[src/hdl/erfc_pkg.sv]
// Shared types and constants for the encoder reply frame checker.
// No dependencies; every other file in hdl imports this package.
package erfc_pkg;

  localparam int unsigned FRAME_BYTES_DEF = 19;
  localparam int unsigned POS_W = 5;

  localparam logic [15:0] CRC_INIT = 16'hFFFF;
  localparam logic [15:0] CRC_POLY = 16'hA001;

  localparam logic [POS_W-1:0] POS_ANGLE_HI = 5'd3;
  localparam logic [POS_W-1:0] POS_ANGLE_LO = 5'd4;
  localparam logic [POS_W-1:0] POS_DIR      = 5'd16;

  typedef struct packed {
    logic [7:0] rx_byte;
    logic       frame_start;
  } in_t;

  typedef struct packed {
    logic        crc_bad;
    logic [15:0] angle_raw;
    logic [7:0]  direction;
  } out_t;

endpackage

[src/hdl/encoder_reply_frame_checker_unit.sv]
// Encoder reply frame checker: frame tracking, CRC-16 check and output register.
// Depends on erfc_pkg and erfc_crc16_byte.
//
// The block takes one reply byte per request on the input channel and gives one
// result per completed frame of FRAME_BYTES bytes: the CRC verdict (received CRC
// in the last two bytes, low byte first, against a Modbus-style CRC-16 over the
// bytes before them), the angle word from bytes 3 and 4 and the direction from
// byte 16 (zero if the frame is shorter). frame_start on a byte drops any partial
// frame and takes that byte as byte 0; after the last byte a new frame begins by
// itself. The CRC byte update sits between the frame state registers and its
// next value, and the result appears in the output register the cycle after the
// last byte is accepted. Input is held off only while the frame position sits at
// the last byte and the previous result is still waiting in the output register;
// a frame_start byte offered then waits too.
module encoder_reply_frame_checker_unit #(
  parameter int unsigned FRAME_BYTES = erfc_pkg::FRAME_BYTES_DEF
) (
  input  logic          clk_i,
  input  logic          rst_ni,
  input  logic          in_valid_i,
  output logic          in_ready_o,
  input  erfc_pkg::in_t in_data_i,
  output logic          out_valid_o,
  input  logic          out_ready_i,
  output erfc_pkg::out_t out_data_o
);
  import erfc_pkg::*;

  localparam logic [POS_W-1:0] LastPos  = POS_W'(FRAME_BYTES - 1);
  localparam logic [POS_W-1:0] CrcLoPos = POS_W'(FRAME_BYTES - 2);

  logic [POS_W-1:0] pos_q, pos_d;
  logic [15:0]      crc_q, crc_d;
  logic [15:0]      angle_q, angle_d;
  logic [7:0]       dir_q, dir_d;
  logic [7:0]       crc_lo_q, crc_lo_d;
  logic             out_valid_q, out_valid_d;
  out_t             out_data_q, out_data_d;

  logic [POS_W-1:0] pos_cur;
  logic [15:0]      crc_cur, crc_upd, crc_new, angle_new;
  logic [7:0]       dir_new, crc_lo_new;
  logic             fire, last_byte;

  assign in_ready_o  = !out_valid_q || out_ready_i || (pos_q < LastPos);
  assign fire        = in_valid_i && in_ready_o;
  assign out_valid_o = out_valid_q;
  assign out_data_o  = out_data_q;

  // frame_start clears the frame before this byte is taken
  assign pos_cur = in_data_i.frame_start ? '0 : pos_q;
  assign crc_cur = in_data_i.frame_start ? CRC_INIT : crc_q;

  erfc_crc16_byte u_crc (
    .crc_i  (crc_cur),
    .data_i (in_data_i.rx_byte),
    .crc_o  (crc_upd)
  );

  always_comb begin
    angle_new  = in_data_i.frame_start ? '0 : angle_q;
    dir_new    = in_data_i.frame_start ? '0 : dir_q;
    crc_lo_new = in_data_i.frame_start ? '0 : crc_lo_q;
    crc_new    = (pos_cur < CrcLoPos) ? crc_upd : crc_cur;
    if (pos_cur == POS_ANGLE_HI) angle_new[15:8] = in_data_i.rx_byte;
    if (pos_cur == POS_ANGLE_LO) angle_new[7:0]  = in_data_i.rx_byte;
    if (pos_cur == POS_DIR)      dir_new         = in_data_i.rx_byte;
    if (pos_cur == CrcLoPos)     crc_lo_new      = in_data_i.rx_byte;
    last_byte = (pos_cur >= LastPos);

    pos_d       = pos_q;
    crc_d       = crc_q;
    angle_d     = angle_q;
    dir_d       = dir_q;
    crc_lo_d    = crc_lo_q;
    out_valid_d = out_valid_q && !out_ready_i;
    out_data_d  = out_data_q;

    if (fire) begin
      if (last_byte) begin
        out_valid_d          = 1'b1;
        out_data_d.crc_bad   = ({in_data_i.rx_byte, crc_lo_new} != crc_new);
        out_data_d.angle_raw = angle_new;
        out_data_d.direction = dir_new;
        // start the next frame on its own
        pos_d    = '0;
        crc_d    = CRC_INIT;
        angle_d  = '0;
        dir_d    = '0;
        crc_lo_d = '0;
      end else begin
        pos_d    = pos_cur + POS_W'(1);
        crc_d    = crc_new;
        angle_d  = angle_new;
        dir_d    = dir_new;
        crc_lo_d = crc_lo_new;
      end
    end
  end

  always_ff @(posedge clk_i or negedge rst_ni) begin
    if (!rst_ni) begin
      pos_q       <= '0;
      crc_q       <= CRC_INIT;
      angle_q     <= '0;
      dir_q       <= '0;
      crc_lo_q    <= '0;
      out_valid_q <= 1'b0;
    end else begin
      pos_q       <= pos_d;
      crc_q       <= crc_d;
      angle_q     <= angle_d;
      dir_q       <= dir_d;
      crc_lo_q    <= crc_lo_d;
      out_valid_q <= out_valid_d;
    end
  end

  always_ff @(posedge clk_i) begin
    out_data_q <= out_data_d;
  end

endmodule

[src/hdl/erfc_crc16_byte.sv]
// One-byte update of the reflected CRC-16 (poly 0xA001).
// Depends on erfc_pkg for the polynomial.
module erfc_crc16_byte (
  input  logic [15:0] crc_i,
  input  logic [7:0]  data_i,
  output logic [15:0] crc_o
);
  import erfc_pkg::*;

  always_comb begin
    logic [15:0] c;
    c = crc_i ^ {8'h00, data_i};
    for (int k = 0; k < 8; k++) begin
      if (c[0]) begin
        c = (c >> 1) ^ CRC_POLY;
      end else begin
        c = c >> 1;
      end
    end
    crc_o = c;
  end

endmodule

[config.mk]
export PLATFORM = sky130hd
export DESIGN_NAME = encoder_reply_frame_checker_unit
export DESIGN_NICKNAME = d
export VERILOG_FILES = /design/src/hdl/erfc_pkg.sv /design/src/hdl/encoder_reply_frame_checker_unit.sv /design/src/hdl/erfc_crc16_byte.sv
export SDC_FILE = /design/constraint.sdc
export NUM_CORES = 1
export LEC_CHECK = 0
export ABC_AREA = 1
export ABC_CLOCK_PERIOD_IN_PS = 3550
export BUFFER_PORTS_ARGS = -buffer_cell sky130_fd_sc_hd__buf_2
export CAP_MARGIN = 20
export CORE_ASPECT_RATIO = 0.75
export CORE_MARGIN = 2
export CORE_UTILIZATION = 60
export CTS_CLUSTER_SIZE = 40
export DETAILED_ROUTE_END_ITERATION = 12
export PLACE_DENSITY_LB_ADDON = 0.25
export SLEW_MARGIN = 20
export SYNTH_ARGS = -nofsm -noshare
export SYNTH_HDL_FRONTEND = slang
export SYNTH_SLANG_ARGS = --single-unit
[constraint.sdc]
create_clock -name clk_i -period 3.55 [get_ports clk_i]
set_clock_uncertainty 0.15 [all_clocks]
set_input_delay 0.1775 -clock clk_i [delete_from_list [all_inputs] [get_ports clk_i]]
set_output_delay 0.1775 -clock clk_i [all_outputs]
set_load 0.1 [all_outputs]
-- After elaboration in Yosys (flattened, before gate mapping)
Index checks and enable logic that the tools add are counted.
- bits in registers: 79
- bits of input ports: 13
- logic and storage cells: 59
- add/subtract/negate cells: 1
- $lt $le $gt $ge: 3
- equality and inequality tests: 5
- muxes and demuxes: 25
- bitwise logic cells: 9
- reductions and logical operators: 7
- operator list (operator ; count):
    $mux 16 ; 13
    $mux 8 ; 8
    $not 2->3 ; 8
    $ne 16x16->1 ; 1
    $xor 16x8->16 ; 1
    $eq 5x5->1 const B ; 2
    $lt 5x5->1 const B ; 2
    $mux 5 ; 2
    $add 5x1->5 const B ; 1
    $eq 5x2->1 const B ; 1
    $eq 5x3->1 const B ; 1
    $ge 5x5->1 const B ; 1
    $logic_and 1x1->1 ; 2
    $logic_not 1->1 ; 2
    $logic_or 1x1->1 ; 2
    $mux 1 ; 2
    $reduce_and 2->1 ; 1

-- Depth between registers and ports, before layout
- depth after elaboration: 20
- depth in mapped cells: 19
- depth with buffers taken out: 17

-- Modules after synthesis
Synthesis repeated with hierarchy kept, for this count alone.
- cells, all modules: 545
- area total of the unflattened synthesis: 4734.5 um^2
- by module, submodules not included (module ; times used ; cells an instance ; area each (um^2)):
    encoder_reply_frame_checker_unit ; 1 ; 480 ; 4289.1
    erfc_crc16_byte ; 1 ; 65 ; 445.4

-- Worst setup path after synthesis
OpenSTA, ideal clock, no wires.
- kind: register to register
- start point: register out_valid_q, in the netlist out_valid_o
- end point: register out_data_q, in the netlist out_data_o[0], enable pin
- library setup time: 0.407 ns
- arrival time: 3.304 ns
- path slack: -0.310 ns
- cell stages (with the launch flop): 7
- path buffers: 1
- period minus slack after synthesis: 3.860 ns
- path through: dfrtp_1 -> inv_1 -> nor3_1 -> nand2_1 -> nand2_1 -> clkbuf_1 -> nor2_1
- cells in the longest elaborated chain, start to end: 5
- RTL lines (element ; RTL line ; source):
    start, declared ; encoder_reply_frame_checker_unit.sv:37 ; logic out_valid_q, out_valid_d;
    start signal, assigned ; encoder_reply_frame_checker_unit.sv:115 ; out_valid_q <= out_valid_d;
    $logic_not 1->1 ; encoder_reply_frame_checker_unit.sv:45 ; assign in_ready_o = !out_valid_q || out_ready_i || (pos_q < LastPos);
    $logic_or 1x1->1 (2 in a row) ; encoder_reply_frame_checker_unit.sv:45 ;
    net in_ready_o ; encoder_reply_frame_checker_unit.sv:21 ; output logic in_ready_o,
    $logic_and 1x1->1 ; encoder_reply_frame_checker_unit.sv:46 ; assign fire = in_valid_i && in_ready_o;
    $reduce_and 2->1 (no line) ; -- ;
    end signal, assigned ; encoder_reply_frame_checker_unit.sv:120 ; out_data_q <= out_data_d;
    end, declared ; encoder_reply_frame_checker_unit.sv:38 ; out_t out_data_q, out_data_d;
The timed path passes the listed nets, and every way through them passes these cells.
A chain may end at the register's enable or synchronous reset.

-- Final worst setup path
- start point: register pos_q[1]
- end point: register out_data_q, in the netlist out_data_o[24] (data pin)
- cells in the longest elaborated chain, start to end: 4
- elaborated cells between the ends (all ways): 6
- those cells by class: 1 x order compare; 2 x eq/ne; 3 x mux
- RTL lines (element ; RTL line ; source):
    start, declared ; encoder_reply_frame_checker_unit.sv:32 ; logic [POS_W-1:0] pos_q, pos_d;
    start signal, assigned ; encoder_reply_frame_checker_unit.sv:110 ; pos_q <= pos_d;
    $mux 5 (*) ; encoder_reply_frame_checker_unit.sv:51 ; assign pos_cur = in_data_i.frame_start ? '0 : pos_q;
    $lt 5x5->1 or $eq 5x5->1 (tied branches) ; encoder_reply_frame_checker_unit.sv:64, encoder_reply_frame_checker_unit.sv:68 ;
    $mux 16 or $mux 8 (tied branches) ; encoder_reply_frame_checker_unit.sv:64, encoder_reply_frame_checker_unit.sv:68 ;
    $ne 16x16->1 (*) ; encoder_reply_frame_checker_unit.sv:82 ; out_data_d.crc_bad = ({in_data_i.rx_byte, crc_lo_new} != crc_new);
Every way passes the cells marked *; elsewhere a longest branch is shown, timed or not.

==> impl_results.md <==
* TritonCTS clock tree: yes
* Std-Cell Core Area at 7300 um^2
* Avg Synthesized Cell Area at 8.12 um^2
* CTS resizes at 0
* Outcome: finished clean
* EDFF count, synth at 25
* Post-route ant nets at 0
* Setup TNS at 0 ns
* Hold EP: out_data_o[24]$_DFFE_PP_
* Die area at 8170 um^2
* Yosys reg bits at 79
* Clk pin slew, worst setup/hold paths at 0.09 ns
* TritonCTS Sinks at 79
* Net Sw Power at 715 uW
* # rows at 27
* Final wirelength at 11.2 mm
* Setup violations, final at 0
* Min Clock Period, post-route at 2.79 ns
* Layout Nets at 603
* Ports at 40
* Hold path start: in_data_i[7]
* Wirelength per Cell at 16.2 um
* Die Y at 78.8 um
* Max-slew violation count at 0
* Worst Path Arrival at 2.76 ns
* Internal Power at 1490 uW
* Die Wd at 104 um
* Hpwl dp at 7.63 mm
* Post-route cell area at 4930 um^2
* Gpl congestion at 0.884
* Clk buf depth at 2
* Worst slew pin tran at 0.718 ns
* Fin. Hold Viols at 0
* Vias at 4044
* CTS Root Cell: clkbuf_8
* Gr usage total at 0.285
* RSZ-0062 raised after global routing: false
* CP Class: reg2reg
* H-tree Lvls at 3
* Max Cap Violations at 0
* Slew HR at 0.521
* Register share of total power at 0.480
* Crit. End Element: flop
* Final worst-path cycle share at 0.786
* Synthesized net count at 568
* Clk_lat worst skew at 0.35 ns
* CP Launch Type: flop
* Yosys cell types at 31
* Comb pwr share at 0.212
* Ant. Diodes at 0
* Filler cell count at 604
* Netlist Area Pre-Place at 4470 um^2
* Reg-to-Reg Start: pos_q[1]$_DFFE_PN0P_
* Post-CTS Setup Inserts at 0
* Leading register cell type out of synthesis: dfrtp_1
* PortBufs at 39
* Leak Pwr at 0.00239 uW
* Vias in the first global route at 3778
* Slack of the worst reg-to-reg path at 0.76 ns
* Sw Ratio at 0.324
* Sequential-to-total area share from yosys stat at 0.475
* Area Growth Syn to Fin at 10.2%
* Hold Path Class: in2reg
* VDD IR-drop max at 0.305 mV
* Hold path depth at 3
* Post-Syn Instances at 551
* Drc violations at 0
* Worst EP required at 3.52 ns
* Layout cells sized above 1 at 0.173
* Max Clk Rate at 359 MHz
* 1st-pass router iterations at 5
* R2R depth at 17
* Crit Reg-Reg Endpoint: out_data_o[24]$_DFFE_PP_
* CP max FO at 16
* DP Area at 4710 um^2
* Vias per inst at 5.84
* Grt ovf at 0
* Largest net degree at the start of global routing at 37
* CTS buffer count at 9
* Initial Util at 0.613
* Clock network power share at 0.308
* Ys async rst share at 0.684
* Commonest non-fill, non-tap cell in the layout: nand2_1
* Pwr dens at 448 nW/um^2
* Most frequent cells in the layout: nand2_1 (142), nand3_1 (82), inv_1 (63), o21ai_0 (40), buf_2 (39)
* Iteration-0 DRC count of the detailed router at 335
* Synth warn at 0
* Global-route wire length before repair at 18.3 mm
* Initial antenna violation count at 1
[kinds of logic (layout without fill, tap and decap cells)]
group	after synthesis	count (layout)	share of synthesized area
flip-flops	79	79	0.475
AO/OA/AOI/OAI	93	93	0.133
XOR/XNOR	3	3	0.00588
adder cells (fa/ha/maj)	4	4	0.0112
buffers and inverters	92	132	0.0876
AND/OR/NAND/NOR	280	280	0.288
[flip-flops by register name (all words and copies together), names as in the netlist]
signal and count:
dir_q 8, crc_lo_q 8, angle_q 16, crc_q 16, out_valid_o 1, out_data_o 25
pos_q 5
[routing by layer]
metal	track usage	part of all wire	vias to the layer above
met2	0.432	0.44	220
met4	0.109	0.020	0
met5	0	0	-
met1	0.406	0.44	1880
met3	0.0649	0.096	18
li1	-	-	1926
[critical path: stages, from the launching register on]
cell	delay, ns
dfrtp_1	0.44
inv_1	0.10
nor2_1	0.07
inv_1	0.12
ha_1	0.30
nand3_2	0.33
nand2_1	0.16
nand2_1	0.09
nand3_1	0.08
nand2_1	0.05
inv_1	0.04
nand2_1	0.05
nor2_1	0.16
nand3_1	0.09
nor2_1	0.11
nand3_1	0.07
nor2_1	0.08
nand2_1	0.05
[stage by stage]
stage	cells	total power (uW)	worst slack [ns]	hold slack, ns	utilization
2_1_floorplan	551	1410	0.0922	-0.268	-
3_5_place_dp	674	1530	0.690	0.124	0.646
5_1_grt	692	2310	0.560	0.0351	0.675
3_3_place_gp	674	1510	0.817	0.124	0.646
6_report	692	2210	0.761	0.0317	0.675
4_1_cts	692	2200	0.783	0.0183	0.675
[worst max path at each step]
stage                     startpoint                       end  slack (ns)  cells past startpoint
3_5_place_dp            in_data_i[0]  out_data_o[24]$_DFFE_PP_        0.69                     17
4_1_cts         pos_q[3]$_DFFE_PN0P_     crc_q[11]$_DFFE_PN1P_        0.78                     13
6_report        pos_q[1]$_DFFE_PN0P_  out_data_o[24]$_DFFE_PP_        0.76                     17
5_1_grt         pos_q[3]$_DFFE_PN0P_     crc_q[11]$_DFFE_PN1P_        0.56                     13
2_1_floorplan  out_valid_o$_DFF_PN0_   out_data_o[0]$_DFFE_PP_        0.09                      6
3_3_place_gp            in_data_i[0]  out_data_o[24]$_DFFE_PP_        0.82                     17
[power by group through the flow]
stage | Combinational, uW | Sequential, uW | Clock [uW]
detailed placement | 454 | 1070 | 0
floorplan | 343 | 1060 | 0
global route | 527 | 1060 | 719
CTS | 458 | 1060 | 689
global placement | 441 | 1070 | 0
finish | 467 | 1060 | 680
[synthesized netlist by cell type (5+ instances only)]
cell type / number / area (um^2)
buf_2: 7 / 35.0
nand3_1: 82 / 410
nand4_1: 9 / 56.3
o21ai_1: 6 / 30.0
nand2_1: 142 / 533
a22o_1: 24 / 210
o22ai_1: 17 / 106
nor2_1: 27 / 101
edfxtp_1: 25 / 751
nand3_2: 5 / 50.1
inv_1: 63 / 236
clkbuf_1: 9 / 33.8
dfrtp_1: 38 / 951
dfstp_2: 16 / 420
o21ai_0: 40 / 200
[area by class of cell]
type                       instances  area, um^2  share of cell area
clock buffer                       9         124              0.0251
clock inverter                     7        71.3              0.0145
inverter                          69         263              0.0533
multi-input combinational        380        1960               0.398
sequential                        79        2120               0.431
tap                              101         126              0.0256
timing repair buffer              47         260              0.0528
[repair_timing]
item | 4_1_cts | 5_1_grt
endpoints found under the hold margin | 18 | 0
setup endpoints to repair | 0 | 0
hold buffers | 2 | 0
No activity file was read; power rests on OpenSTA's default activity.
